### config.mk
export PLATFORM = sky130hd
export DESIGN_NAME = text_message_length_finder
export DESIGN_NICKNAME = d
export VERILOG_FILES = /design/src/rtl/core/tmlf_pkg.sv /design/src/rtl/core/tmlf_in_stage.sv /design/src/rtl/core/tmlf_parser.sv /design/src/rtl/core/text_message_length_finder.sv
export SDC_FILE = /design/constraint.sdc
export NUM_CORES = 1
export LEC_CHECK = 0
export ABC_AREA = 1
export BUFFER_PORTS_ARGS = -buffer_cell sky130_fd_sc_hd__buf_2
export CORE_ASPECT_RATIO = 0.7
export CORE_MARGIN = 3
export CORE_UTILIZATION = 57
export CTS_BUF_LIST = sky130_fd_sc_hd__clkbuf_16
export DETAILED_ROUTE_END_ITERATION = 8
export PLACE_DENSITY_LB_ADDON = 0.1
export SLEW_MARGIN = 20
export SYNTH_ARGS = -nofsm -noshare
export SYNTH_HDL_FRONTEND = slang
export SYNTH_SLANG_ARGS = --single-unit
### constraint.sdc
create_clock -name clk -period 6.14 [get_ports clk]
set_input_delay 1.535 -clock clk [delete_from_list [all_inputs] [get_ports clk]]
set_output_delay 1.535 -clock clk [all_outputs]
set_load 0.02 [all_outputs]
### src/rtl/core/tmlf_pkg.sv
// Shared types and constants for the text message length finder.
package tmlf_pkg;

  localparam int LENGTH_BITS = 16;
  localparam int NAME_LEN    = 14;
  localparam int MATCH_BITS  = $clog2(NAME_LEN + 1);
  localparam int OUT_BITS    = 16;
  localparam int STATUS_BITS = 2;

  localparam logic [LENGTH_BITS-1:0] LEN_MAX = {LENGTH_BITS{1'b1}};

  localparam logic [7:0] CHAR_CR    = 8'h0d;
  localparam logic [7:0] CHAR_LF    = 8'h0a;
  localparam logic [7:0] CHAR_SPACE = 8'h20;
  localparam logic [7:0] CHAR_TAB   = 8'h09;
  localparam logic [7:0] CHAR_COLON = 8'h3a;
  localparam logic [7:0] CHAR_NUL   = 8'h00;
  localparam logic [7:0] CHAR_ZERO  = 8'h30;
  localparam logic [7:0] CHAR_NINE  = 8'h39;
  localparam logic [7:0] CHAR_UP_A  = 8'h41;
  localparam logic [7:0] CHAR_UP_Z  = 8'h5a;

  // Result status codes
  localparam logic [STATUS_BITS-1:0] ST_COMPLETE   = 2'd0;
  localparam logic [STATUS_BITS-1:0] ST_INCOMPLETE = 2'd1;
  localparam logic [STATUS_BITS-1:0] ST_BAD_LENGTH = 2'd2;

  typedef enum logic [2:0] {
    PH_LINE,
    PH_MATCH,
    PH_SKIP,
    PH_DIGITS,
    PH_RUN,
    PH_BODY,
    PH_NULLS,
    PH_DONE
  } phase_t;

  // Parser state carried from byte to byte
  typedef struct packed {
    phase_t                 phase;
    logic [LENGTH_BITS-1:0] position;
    logic [1:0]             term_count;
    logic                   ws_seen;
    logic                   first_lf;
    logic                   pair_equal;
    logic [MATCH_BITS-1:0]  match_idx;
    logic                   length_seen;
    logic                   bad_length;
    logic [LENGTH_BITS-1:0] declared;
    logic [LENGTH_BITS-1:0] remaining;
    logic [LENGTH_BITS-1:0] nulls;
    logic [LENGTH_BITS-1:0] header_end;
  } state_t;

  // One framing result
  typedef struct packed {
    logic [STATUS_BITS-1:0] status;
    logic [OUT_BITS-1:0]    body_length;
    logic [OUT_BITS-1:0]    header_length;
  } res_t;

  // Lowercase letters of the length header name
  function automatic logic [7:0] name_char(input logic [MATCH_BITS-1:0] idx);
    logic [7:0] c;
    case (idx)
      4'd0:    c = 8'h63; // c
      4'd1:    c = 8'h6f; // o
      4'd2:    c = 8'h6e; // n
      4'd3:    c = 8'h74; // t
      4'd4:    c = 8'h65; // e
      4'd5:    c = 8'h6e; // n
      4'd6:    c = 8'h74; // t
      4'd7:    c = 8'h2d; // -
      4'd8:    c = 8'h6c; // l
      4'd9:    c = 8'h65; // e
      4'd10:   c = 8'h6e; // n
      4'd11:   c = 8'h67; // g
      4'd12:   c = 8'h74; // t
      4'd13:   c = 8'h68; // h
      default: c = 8'hff;
    endcase
    return c;
  endfunction

endpackage

### src/rtl/core/tmlf_in_stage.sv
// Input register: holds one accepted byte until the parser takes it.
module tmlf_in_stage (
  input  logic       clk,
  input  logic       rst_n,
  input  logic       in_tvalid,
  output logic       in_tready,
  input  logic [7:0] in_tdata,  // [7:0] byte_in
  input  logic       in_tlast,  // end_of_buffer
  input  logic       take,
  output logic       item_valid,
  output logic [7:0] item_byte,
  output logic       item_last
);
  import tmlf_pkg::*;

  logic       valid_r, valid_nxt;
  logic [7:0] byte_r;
  logic       last_r;

  // Accept when empty or when the held item leaves this cycle
  assign in_tready = !valid_r || take;

  always_comb begin
    valid_nxt = valid_r;
    if (in_tready) begin
      valid_nxt = in_tvalid;
    end
  end

  always_ff @(posedge clk) begin
    if (!rst_n) begin
      valid_r <= 1'b0;
    end else begin
      valid_r <= valid_nxt;
    end
  end

  // Capture payload on accept
  always_ff @(posedge clk) begin
    if (in_tvalid && in_tready) begin
      byte_r <= in_tdata;
      last_r <= in_tlast;
    end
  end

  assign item_valid = valid_r;
  assign item_byte  = byte_r;
  assign item_last  = last_r;
endmodule

### src/rtl/core/tmlf_parser.sv
// Header scanner: updates the framing state on each byte and forms the result.
module tmlf_parser (
  input  logic                clk,
  input  logic                rst_n,
  input  logic                fire,
  input  logic [7:0]          byte_in,
  input  logic                last_in,
  output logic                res_valid,
  output tmlf_pkg::res_t      res
);
  import tmlf_pkg::*;

  localparam int PROD_BITS = LENGTH_BITS + 4;

  state_t state_r, state_nxt;
  state_t s, fin;

  function automatic logic [LENGTH_BITS-1:0] sat_inc(input logic [LENGTH_BITS-1:0] v);
    return (v == LEN_MAX) ? LEN_MAX : v + 1'b1;
  endfunction

  function automatic logic is_term(input logic [7:0] b);
    return (b == CHAR_CR) || (b == CHAR_LF);
  endfunction

  function automatic logic is_digit(input logic [7:0] b);
    return (b >= CHAR_ZERO) && (b <= CHAR_NINE);
  endfunction

  function automatic state_t start_run(input state_t st, input logic [7:0] b);
    state_t o;
    o            = st;
    o.phase      = PH_RUN;
    o.term_count = 2'd1;
    o.ws_seen    = 1'b0;
    o.first_lf   = (b == CHAR_LF);
    o.pair_equal = 1'b0;
    return o;
  endfunction

  function automatic state_t match_byte(input state_t st, input logic [7:0] b);
    state_t     o;
    logic [7:0] lower;
    o     = st;
    lower = ((b >= CHAR_UP_A) && (b <= CHAR_UP_Z)) ? (b | 8'h20) : b;
    if ((st.match_idx < MATCH_BITS'(NAME_LEN)) && (lower == name_char(st.match_idx))) begin
      o.match_idx = st.match_idx + 1'b1;
      if (o.match_idx == MATCH_BITS'(NAME_LEN)) begin
        o.length_seen = 1'b1;
        o.phase       = PH_SKIP;
      end
    end else if (is_term(b)) begin
      o = start_run(st, b);
    end else begin
      o.phase = PH_LINE;
    end
    return o;
  endfunction

  function automatic state_t enter_body(input state_t st);
    state_t o;
    o           = st;
    o.remaining = st.declared;
    o.phase     = (st.declared != '0) ? PH_BODY : PH_NULLS;
    return o;
  endfunction

  function automatic state_t body_byte(input state_t st, input logic [7:0] b);
    state_t o;
    o = st;
    if (st.phase == PH_BODY) begin
      o.remaining = st.remaining - 1'b1;
      if (o.remaining == '0) begin
        o.phase = PH_NULLS;
      end
    end else if (st.phase == PH_NULLS) begin
      if (b == CHAR_NUL) begin
        o.nulls = sat_inc(st.nulls);
      end else begin
        o.phase = PH_DONE;
      end
    end
    return o;
  endfunction

  function automatic logic run_ends(input state_t st);
    return (st.term_count == 2'd3) || ((st.term_count == 2'd2) && st.pair_equal);
  endfunction

  // Per-byte state update
  always_comb begin
    logic                   second;
    logic [PROD_BITS-1:0]   prod;
    state_t                 t;
    s          = state_r;
    s.position = sat_inc(state_r.position);
    second     = (state_r.term_count == 2'd1) && !state_r.ws_seen;
    prod       = '0;
    t          = s;
    case (state_r.phase)
      PH_LINE: begin
        if (is_term(byte_in)) begin
          s = start_run(s, byte_in);
        end
      end
      PH_MATCH: begin
        s = match_byte(s, byte_in);
      end
      PH_SKIP: begin
        if ((byte_in == CHAR_COLON) || (byte_in == CHAR_SPACE)) begin
          s.phase = PH_SKIP;
        end else if (is_digit(byte_in)) begin
          s.declared = LENGTH_BITS'(byte_in - CHAR_ZERO);
          s.phase    = PH_DIGITS;
        end else begin
          s.bad_length = 1'b1;
          s.phase      = PH_DONE;
        end
      end
      PH_DIGITS: begin
        if (is_digit(byte_in)) begin
          prod = (PROD_BITS'(state_r.declared) << 3) + (PROD_BITS'(state_r.declared) << 1)
               + PROD_BITS'(byte_in - CHAR_ZERO);
          s.declared = (prod > PROD_BITS'(LEN_MAX)) ? LEN_MAX : prod[LENGTH_BITS-1:0];
        end else if (is_term(byte_in)) begin
          s = start_run(s, byte_in);
        end else begin
          s.phase = PH_LINE;
        end
      end
      PH_RUN: begin
        if (is_term(byte_in)) begin
          if (second) begin
            s.pair_equal = ((byte_in == CHAR_LF) == state_r.first_lf);
          end
          if (state_r.term_count != 2'd3) begin
            s.term_count = state_r.term_count + 1'b1;
          end
        end else if ((state_r.term_count != 2'd3)
                     && ((byte_in == CHAR_SPACE) || (byte_in == CHAR_TAB))) begin
          if (second) begin
            s.pair_equal = 1'b0;
          end
          s.ws_seen = 1'b1;
        end else if (run_ends(state_r)) begin
          t            = s;
          t.header_end = s.position - 1'b1;
          t            = enter_body(t);
          s            = body_byte(t, byte_in);
        end else if (!state_r.length_seen) begin
          t           = s;
          t.phase     = PH_MATCH;
          t.match_idx = '0;
          s           = match_byte(t, byte_in);
        end else begin
          s.phase = PH_LINE;
        end
      end
      default: begin
        s = body_byte(s, byte_in);
      end
    endcase
  end

  // Close the message on its last byte
  always_comb begin
    logic [LENGTH_BITS:0] sum;
    fin = s;
    if (s.phase == PH_SKIP) begin
      fin.bad_length = 1'b1;
    end else if ((s.phase == PH_RUN) && run_ends(s)) begin
      fin.header_end = s.position;
      fin            = enter_body(fin);
    end
    sum = {1'b0, fin.declared} + {1'b0, fin.nulls};
    if (fin.bad_length) begin
      res.header_length = OUT_BITS'(fin.position);
      res.body_length   = '0;
      res.status        = ST_BAD_LENGTH;
    end else if ((fin.phase == PH_NULLS) || (fin.phase == PH_DONE)) begin
      res.header_length = OUT_BITS'(fin.header_end);
      res.body_length   = sum[LENGTH_BITS] ? OUT_BITS'(LEN_MAX)
                                           : OUT_BITS'(sum[LENGTH_BITS-1:0]);
      res.status        = ST_COMPLETE;
    end else if (fin.phase == PH_BODY) begin
      res.header_length = OUT_BITS'(fin.header_end);
      res.body_length   = OUT_BITS'(fin.declared);
      res.status        = ST_INCOMPLETE;
    end else begin
      res.header_length = OUT_BITS'(fin.position);
      res.body_length   = OUT_BITS'(fin.declared);
      res.status        = ST_INCOMPLETE;
    end
  end

  assign res_valid = fire && last_in;

  // Advance on each byte; clear after the last one
  always_comb begin
    state_nxt = state_r;
    if (fire) begin
      state_nxt = last_in ? state_t'('0) : s;
    end
  end

  always_ff @(posedge clk) begin
    if (!rst_n) begin
      state_r <= '0;
    end else begin
      state_r <= state_nxt;
    end
  end
endmodule

### src/rtl/core/text_message_length_finder.sv
// Top level of the text message length finder.
//
// Input channel: one message byte per item on in_tdata, with in_tlast on the
// final byte of the buffer. Result channel: one item per buffer, carrying the
// header length, body length and status (complete, incomplete, bad length).
// Only the item flagged by in_tlast produces a result; all other bytes only
// advance the header scanner.
// Throughput: one byte per cycle unless a final byte stalls, set by the
// combinational scanner update between input and state/result registers.
// Result path: the last byte sits in the input register until the scanner
// takes it; the result register is loaded as that byte is processed.
// Reset: synchronous, active low; clears all scanner state and both valid
// flags, so the next byte starts a new message. After each result the scanner
// also returns to its reset state on its own.
// Stall: while out_tready is low and a result waits, non-final bytes keep
// flowing; a final byte waits in the input register until the result
// register frees up, and in_tready stays low meanwhile.
module text_message_length_finder (
  input  logic        clk,
  input  logic        rst_n,
  input  logic        in_tvalid,
  output logic        in_tready,
  input  logic [7:0]  in_tdata,   // [7:0] byte_in
  input  logic        in_tlast,   // end_of_buffer
  output logic        out_tvalid,
  input  logic        out_tready,
  output logic [39:0] out_tdata   // [15:0] header_length, [31:16] body_length,
                                  // [33:32] status, [39:34] zero
);
  import tmlf_pkg::*;

  logic       item_valid;
  logic [7:0] item_byte;
  logic       item_last;
  logic       fire;
  logic       res_valid;
  res_t       res;

  logic out_valid_r, out_valid_nxt;
  res_t res_r;

  tmlf_in_stage u_in_stage (
    .clk        (clk),
    .rst_n      (rst_n),
    .in_tvalid  (in_tvalid),
    .in_tready  (in_tready),
    .in_tdata   (in_tdata),
    .in_tlast   (in_tlast),
    .take       (fire),
    .item_valid (item_valid),
    .item_byte  (item_byte),
    .item_last  (item_last)
  );

  // Process a byte unless it is final and the result register is still full
  assign fire = item_valid && (!item_last || !out_valid_r || out_tready);

  tmlf_parser u_parser (
    .clk       (clk),
    .rst_n     (rst_n),
    .fire      (fire),
    .byte_in   (item_byte),
    .last_in   (item_last),
    .res_valid (res_valid),
    .res       (res)
  );

  // Hold the result until taken
  always_comb begin
    out_valid_nxt = out_valid_r;
    if (res_valid) begin
      out_valid_nxt = 1'b1;
    end else if (out_tready) begin
      out_valid_nxt = 1'b0;
    end
  end

  always_ff @(posedge clk) begin
    if (!rst_n) begin
      out_valid_r <= 1'b0;
    end else begin
      out_valid_r <= out_valid_nxt;
    end
  end

  always_ff @(posedge clk) begin
    if (res_valid) begin
      res_r <= res;
    end
  end

  assign out_tvalid = out_valid_r;
  assign out_tdata  = {6'd0, res_r.status, res_r.body_length, res_r.header_length};
endmodule
# Yosys cells after proc, flatten, opt, wreduce, memory -nomap -nowiden
# Memory sizes are Yosys's and may differ from the RTL's. A register that Yosys moved wholly into a read port is not among the register bits.
# Index checks and enable logic that the tools add are counted.
[word_totals]
in_bits = 13
word_cells = 186
register_bits = 139
n_memories = 1
out_inout_bits = 42
rom_bits = 112
[classes]
order_cmp = 6
n_eq_ne = 30
n_reduce_logical = 32
addsub = 12
mux = 84
[memory_table]
columns = ["memory", "depth", "width", "rd", "rd_ports_with_merged_regs", "wr", "line", "rtl"]
rows = [
  ["(name not given)", 16, 7, 1, 1, 0, "tmlf_pkg.sv:66", "case (idx)"],
]
[op_table]
columns = ["operator", "n"]
rows = [
  ["94-bit two-way mux", 7],
  ["91-bit two-way mux", 3],
  ["16-bit two-way mux", 15],
  ["48-bit one-hot mux with 5 select lines", 1],
  ["70-bit two-way mux", 2],
  ["26-bit one-hot mux with 4 select lines", 1],
  ["17-bit one-hot mux with 5 select lines", 1],
  ["75-bit two-way mux", 1],
  ["65-bit two-way mux", 1],
  ["64-bit two-way mux", 1],
  ["48-bit two-way mux", 1],
  ["8-bit two-way mux", 6],
  ["16-bit by 1-bit subtractor with 16-bit output, second input constant", 3],
  ["21-bit two-way mux", 2],
  ["3-bit two-way mux", 14],
  ["16-bit by 1-bit adder with 16-bit output, second input constant", 2],
  ["16-bit == test, second input constant", 2],
  ["16-bit logical NOT", 2],
  ["32-bit two-way mux", 1],
  ["16-bit nonzero test", 2],
  ["30-bit two-way mux", 1],
  ["29-bit two-way mux", 1],
  ["3-bit == test, second input constant", 9],
  ["8-bit by 4-bit == test with 1-bit output, second input constant", 3],
  ["other kinds (37)", 82],
]

# Longest topological paths before layout
[depth]
depth_word = 27
ltp_mapped = 35
depth_no_buf = 34

# By module
# Synthesis repeated with hierarchy kept, for this count alone.
[unflattened]
hier_cells = 2038
hier_area_um2 = 13152.6
[by_module_without_submodules]
columns = ["mod", "area_per_inst_um2", "instances", "cells_per_inst", "seq_area_each_um2"]
rows = [
  ["tmlf_parser", 11702.5, 1, 1971, 2021.9],
  ["text_message_length_finder", 1128.6, 1, 51, 1041.0],
  ["tmlf_in_stage", 321.6, 1, 16, 290.3],
]

# Worst setup path before layout
# Ideal clock, no wire load.
[synth_path]
kind = "reg2reg"
startpoint = "register u_in_stage.byte_r[4] (netlist: u_in_stage.item_byte[4])"
endpoint = "register res_r, in the netlist out_tdata[27] (data pin)"
path_buffers = 1
synth_period_minus_slack_ns = 5.167
arrival_ns = 4.910
required_time_ns = 5.883
setup_time_ns = 0.257
path_slack_ns = 0.973
path_stages_with_launch = 27
path_cell_list = "edfxtp_1 ha_1 nor2_1 inv_1 fa_1 inv_1 ha_1 nand2_1 inv_1 a21oi_1 nor2_1 nor2_1 nand3_1 a21oi_4 nand3_1 nand2_1 nand3_1 ha_1 a21oi_1 nor3_1 nor3_1 inv_1 nor2_2 nand2_2 buf_6 a21oi_2 nor2_1"
[synth_via]
elab_chain_len = 20
elab_cells_between_ends = 90
cone_classes = "add/sub: 4; order compare: 5; eq/ne: 14; mux: 54; reduce/logical: 13"
[synth_rtl]
columns = ["element", "line", "rtl"]
rows = [
  ["start: declaration", "tmlf_in_stage.sv:17", "logic [7:0] byte_r;"],
  ["start signal: assignment", "tmlf_in_stage.sv:41", "byte_r <= in_tdata;"],
  ["branches (longest 20 deep; another with 20-bit adder)", "n/a", ""],
  ["end signal: assignment", "text_message_length_finder.sv:88", "res_r <= res;"],
  ["end: declaration", "text_message_length_finder.sv:40", "res_t res_r;"],
]
# Parallel ways; which one is timed is not known. The select of a mux whose other input is x is not followed.
# A chain may end at the register's enable or synchronous reset.

# Worst setup path in the final report
[layout_path]
startpoint = "register u_in_stage.byte_r[4] (netlist: u_in_stage.item_byte[4])"
endpoint = "register res_r, in the netlist out_tdata[23] (data pin)"
# Same word-level chain as after synthesis.

==> impl_metrics.py <==
metrics = {
    "detailed_routing": {
        "ant_nets": 0,
        "routed_via_density": 5.84,
        "vias": 13800,
        "dr_wl_met3_um": 4750,
        "initialDrtViolationCount": 1770,
        "wl_per_cell_um": 17.1,
        "routed.top_layer": "met4",
        "dr_wl_met2_um": 15600,
        "drtPass1Iterations": 6,
        "drt-met1-wl_um": 19500,
        "wl_um": 40300,
        "drc": 0,
    },
    "place": {
        "dp_hpwl_um": 30000,
        "place_area_um2": 13200,
        "place_inst": 2326,
        "gp_congestion": 1.00,
        "place_ws_ns": 0.702,
        "portBuffers": 48,
    },
    "power_and_ir_drop": {
        "power.leakage_nw": 6.19,
        "p_total_mw": 2.23,
        "powerDensity_nw_per_um2": 162,
        "ir_drop_v": 0.000199,
    },
    "setup_path": {
        "cp.arrival_ns": 5.71,
        "worstSetupStartpointType": "register",
        "endpoint_kind": "register",
        "crit_fanout": 13,
        "cp_slowest_cell": "edfxtp_1",
        "r2r_setup_slack_ns": 0.62,
        "required_ns": 6.33,
        "r2r_start": "u_in_stage.item_byte[4]",
        "worst_path_most_repeated_cell": "nand2_1",
        "crit_path_end": "out_tdata[23]",
        "startpoint": "u_in_stage.item_byte[4]",
        "reg2reg_to": "out_tdata[23]",
        "path_class": "register to register",
        "r2r_cells": 26,
        "slowest_delay_ns": 0.55,
    },
    "clock_tree": {
        "cts_tree": "done",
        "post_cts_resized": 0,
        "post_cts_buffers": 0,
        "clk_pin_slew_ns": 0.06,
        "htree_levels": 4,
        "numClockSinks": 146,
        "cts_hold_repair.buffers": 0,
        "clk_latency_ns": 0.44,
        "cts_made_buffers": 17,
        "cts_root_buffer": "clkbuf_16",
        "clockBufferDepth": 2,
    },
    "floorplan": {
        "core_um2": 22000,
        "fp.dieArea_um2": 24500,
        "die_y_um": 132,
        "ios": 55,
        "initial_core_util_pct": 58.8,
        "num_rows": 45,
        "die_w_um": 186,
    },
    "logic_synthesis": {
        "synth-edff-count": 43,
        "synthTopCellsByArea": "nand2_1 (17%), dfxtp_1 (16%), edfxtp_1 (10%)",
        "async_reset_ff_share_pct": 0,
        "ys_warn_count": 0,
        "synth.ff_latch_count": 146,
        "synth_top_area_share_pct": 17.4,
        "yosysTopAreaCell": "nand2_1",
        "synth_ff_type": "dfxtp_1",
        "synth_cell_type_count": 63,
        "avgSynthCellArea_um2": 6.26,
        "syn-instance-count": 2061,
        "synth_seq_area_share_pct": 26.0,
        "syn-cell-area_um2": 12900,
    },
    "timing": {
        "final-setup-viol-count": 0,
        "fin_crit_ns": 5.52,
        "final.setup.tns_ns": 0,
        "max-slew-margin-rel_pct": 28.4,
        "skew_ns": 0.00757,
        "rsz0062_at_grt": "no",
        "setup_slack_ns": 0.617,
        "hold_slack_ns": 0.463,
        "tightestPinTransition_ns": 1.07,
        "finalHoldViolCount": 0,
        "fin_crit_sh_pct": 89.9,
        "slew_violations": 0,
        "fmax_ghz": 0.181,
    },
    "cells_and_area": {
        "final_common_cell": "nand2_1",
        "post-route-util_pct": 62.8,
        "nets": 2139,
        "area_growth_pct": 6.90,
        "antenna_cells": 0,
        "layout_common_cells": "nand2_1 (598), inv_1 (244), nor2_1 (213), a21oi_1 (179), o21ai_0 (117)",
        "stdcell_area_um2": 13800,
        "drive_gt1_share_pct": 7.32,
        "instances_no_fill": 2358,
    },
    "status": {
        "outcome": "complete, no violations",
    },
    "grt": {
        "antenna_found_initial": 0,
        "grt_max_degree": 88,
        "grt_pass1_vias": 12000,
        "overflow": 0,
        "grt_pass1_wl_um": 64300,
        "grtUsageTotal_pct": 32.5,
    },
    "min_path": {
        "min-delay-start": "u_parser.state_r[2]",
        "worstHoldPathType": "register to register",
    },
    "run": {
        "cap_violations": 0,
    },
}
[layout make-up]
cell class / instances / area [um^2]
timing repair buffer: 55 / 293
inverter: 263 / 988
clock inverter: 15 / 165
fill: 2093 / 8160
tap: 282 / 353
sequential: 146 / 3350
multi-input combinational: 1580 / 8220
clock buffer: 17 / 425
[layer usage]
layer / GRT usage [%] / up-vias
met3: 7.20 / 40
met5: 0 / -
met4: 6.53 / 0
li1: - / 6737
met1: 53.3 / 6239
met2: 42.8 / 746
[kinds of logic (layout without fill, tap and decap cells)]
| group | Yosys count | after routing | synth area share (%) |
|---|---|---|---|
| other | 1 | 6 | 0.0291 |
| XOR/XNOR | 70 | 70 | 4.75 |
| AND/OR/NAND/NOR | 1053 | 1053 | 34.7 |
| adder cells (fa/ha/maj) | 63 | 63 | 6.98 |
| AO/OA/AOI/OAI | 388 | 388 | 16.9 |
| buffers and inverters | 340 | 350 | 10.6 |
| flip-flops | 146 | 146 | 26.0 |
[synth_stat cells (4+ instances only)]
library cell  instances
a21oi_1             179
inv_1               244
inv_2                17
xor2_1               50
edfxtp_1             43
o21ai_0             117
o21ai_1              17
buf_1                 8
nand2_2              11
a22oi_1               4
nor3_1               30
nand4_1              39
nand3_1             115
o221ai_1              8
xnor2_1              20
nand3_2               8
buf_2                13
o211ai_1             13
nor2_1              214
ha_1                 48
o22ai_1              15
clkbuf_1             41
o2111ai_1             9
fa_1                 15
nand2_1             599
nor4_1                7
buf_4                10
nor2_4                5
buf_6                 4
dfxtp_1             103
nor2_2                6
[power by group]
group,total [mW],switching (mW),internal (mW),leakage [nW]
registers,1.01,0.0116,1.00,1.24
logic,0.142,0.105,0.0371,4.66
clock network,1.08,0.446,0.636,0.286
total,2.23,0.562,1.67,6.19
[worst max-delay path, delay by kind of cell, from the launching register on]
kind,cells,cell delay [ns]
buffers and inverters,4,0.46
DFF,1,0.55
AOI/OAI and AO/OA,3,0.70
and+or+nand+nor,15,1.99
adders and majority gates,4,1.57
[state kept, by name, summed over array words and instances, names as in the netlist, named ones only]
register	count
u_parser.state_r	94
out_tdata	34
u_in_stage.item_valid	1
u_in_stage.item_byte	8
out_tvalid	1
u_in_stage.item_last	1
[worst min-delay path by stage]
stage | endpoint | slack [ns] | cells past startpoint
2_1_floorplan | u_parser.state_r[47] | 0.45 | 2
4_1_cts | u_parser.state_r[2] | 0.47 | 2
3_5_place_dp | u_parser.state_r[2] | 0.46 | 2
6_report | u_parser.state_r[2] | 0.46 | 2
5_1_grt | u_parser.state_r[9] | 0.48 | 2
3_3_place_gp | u_parser.state_r[10] | 0.45 | 2
Note: power is estimated with default switching activity, not from simulation.
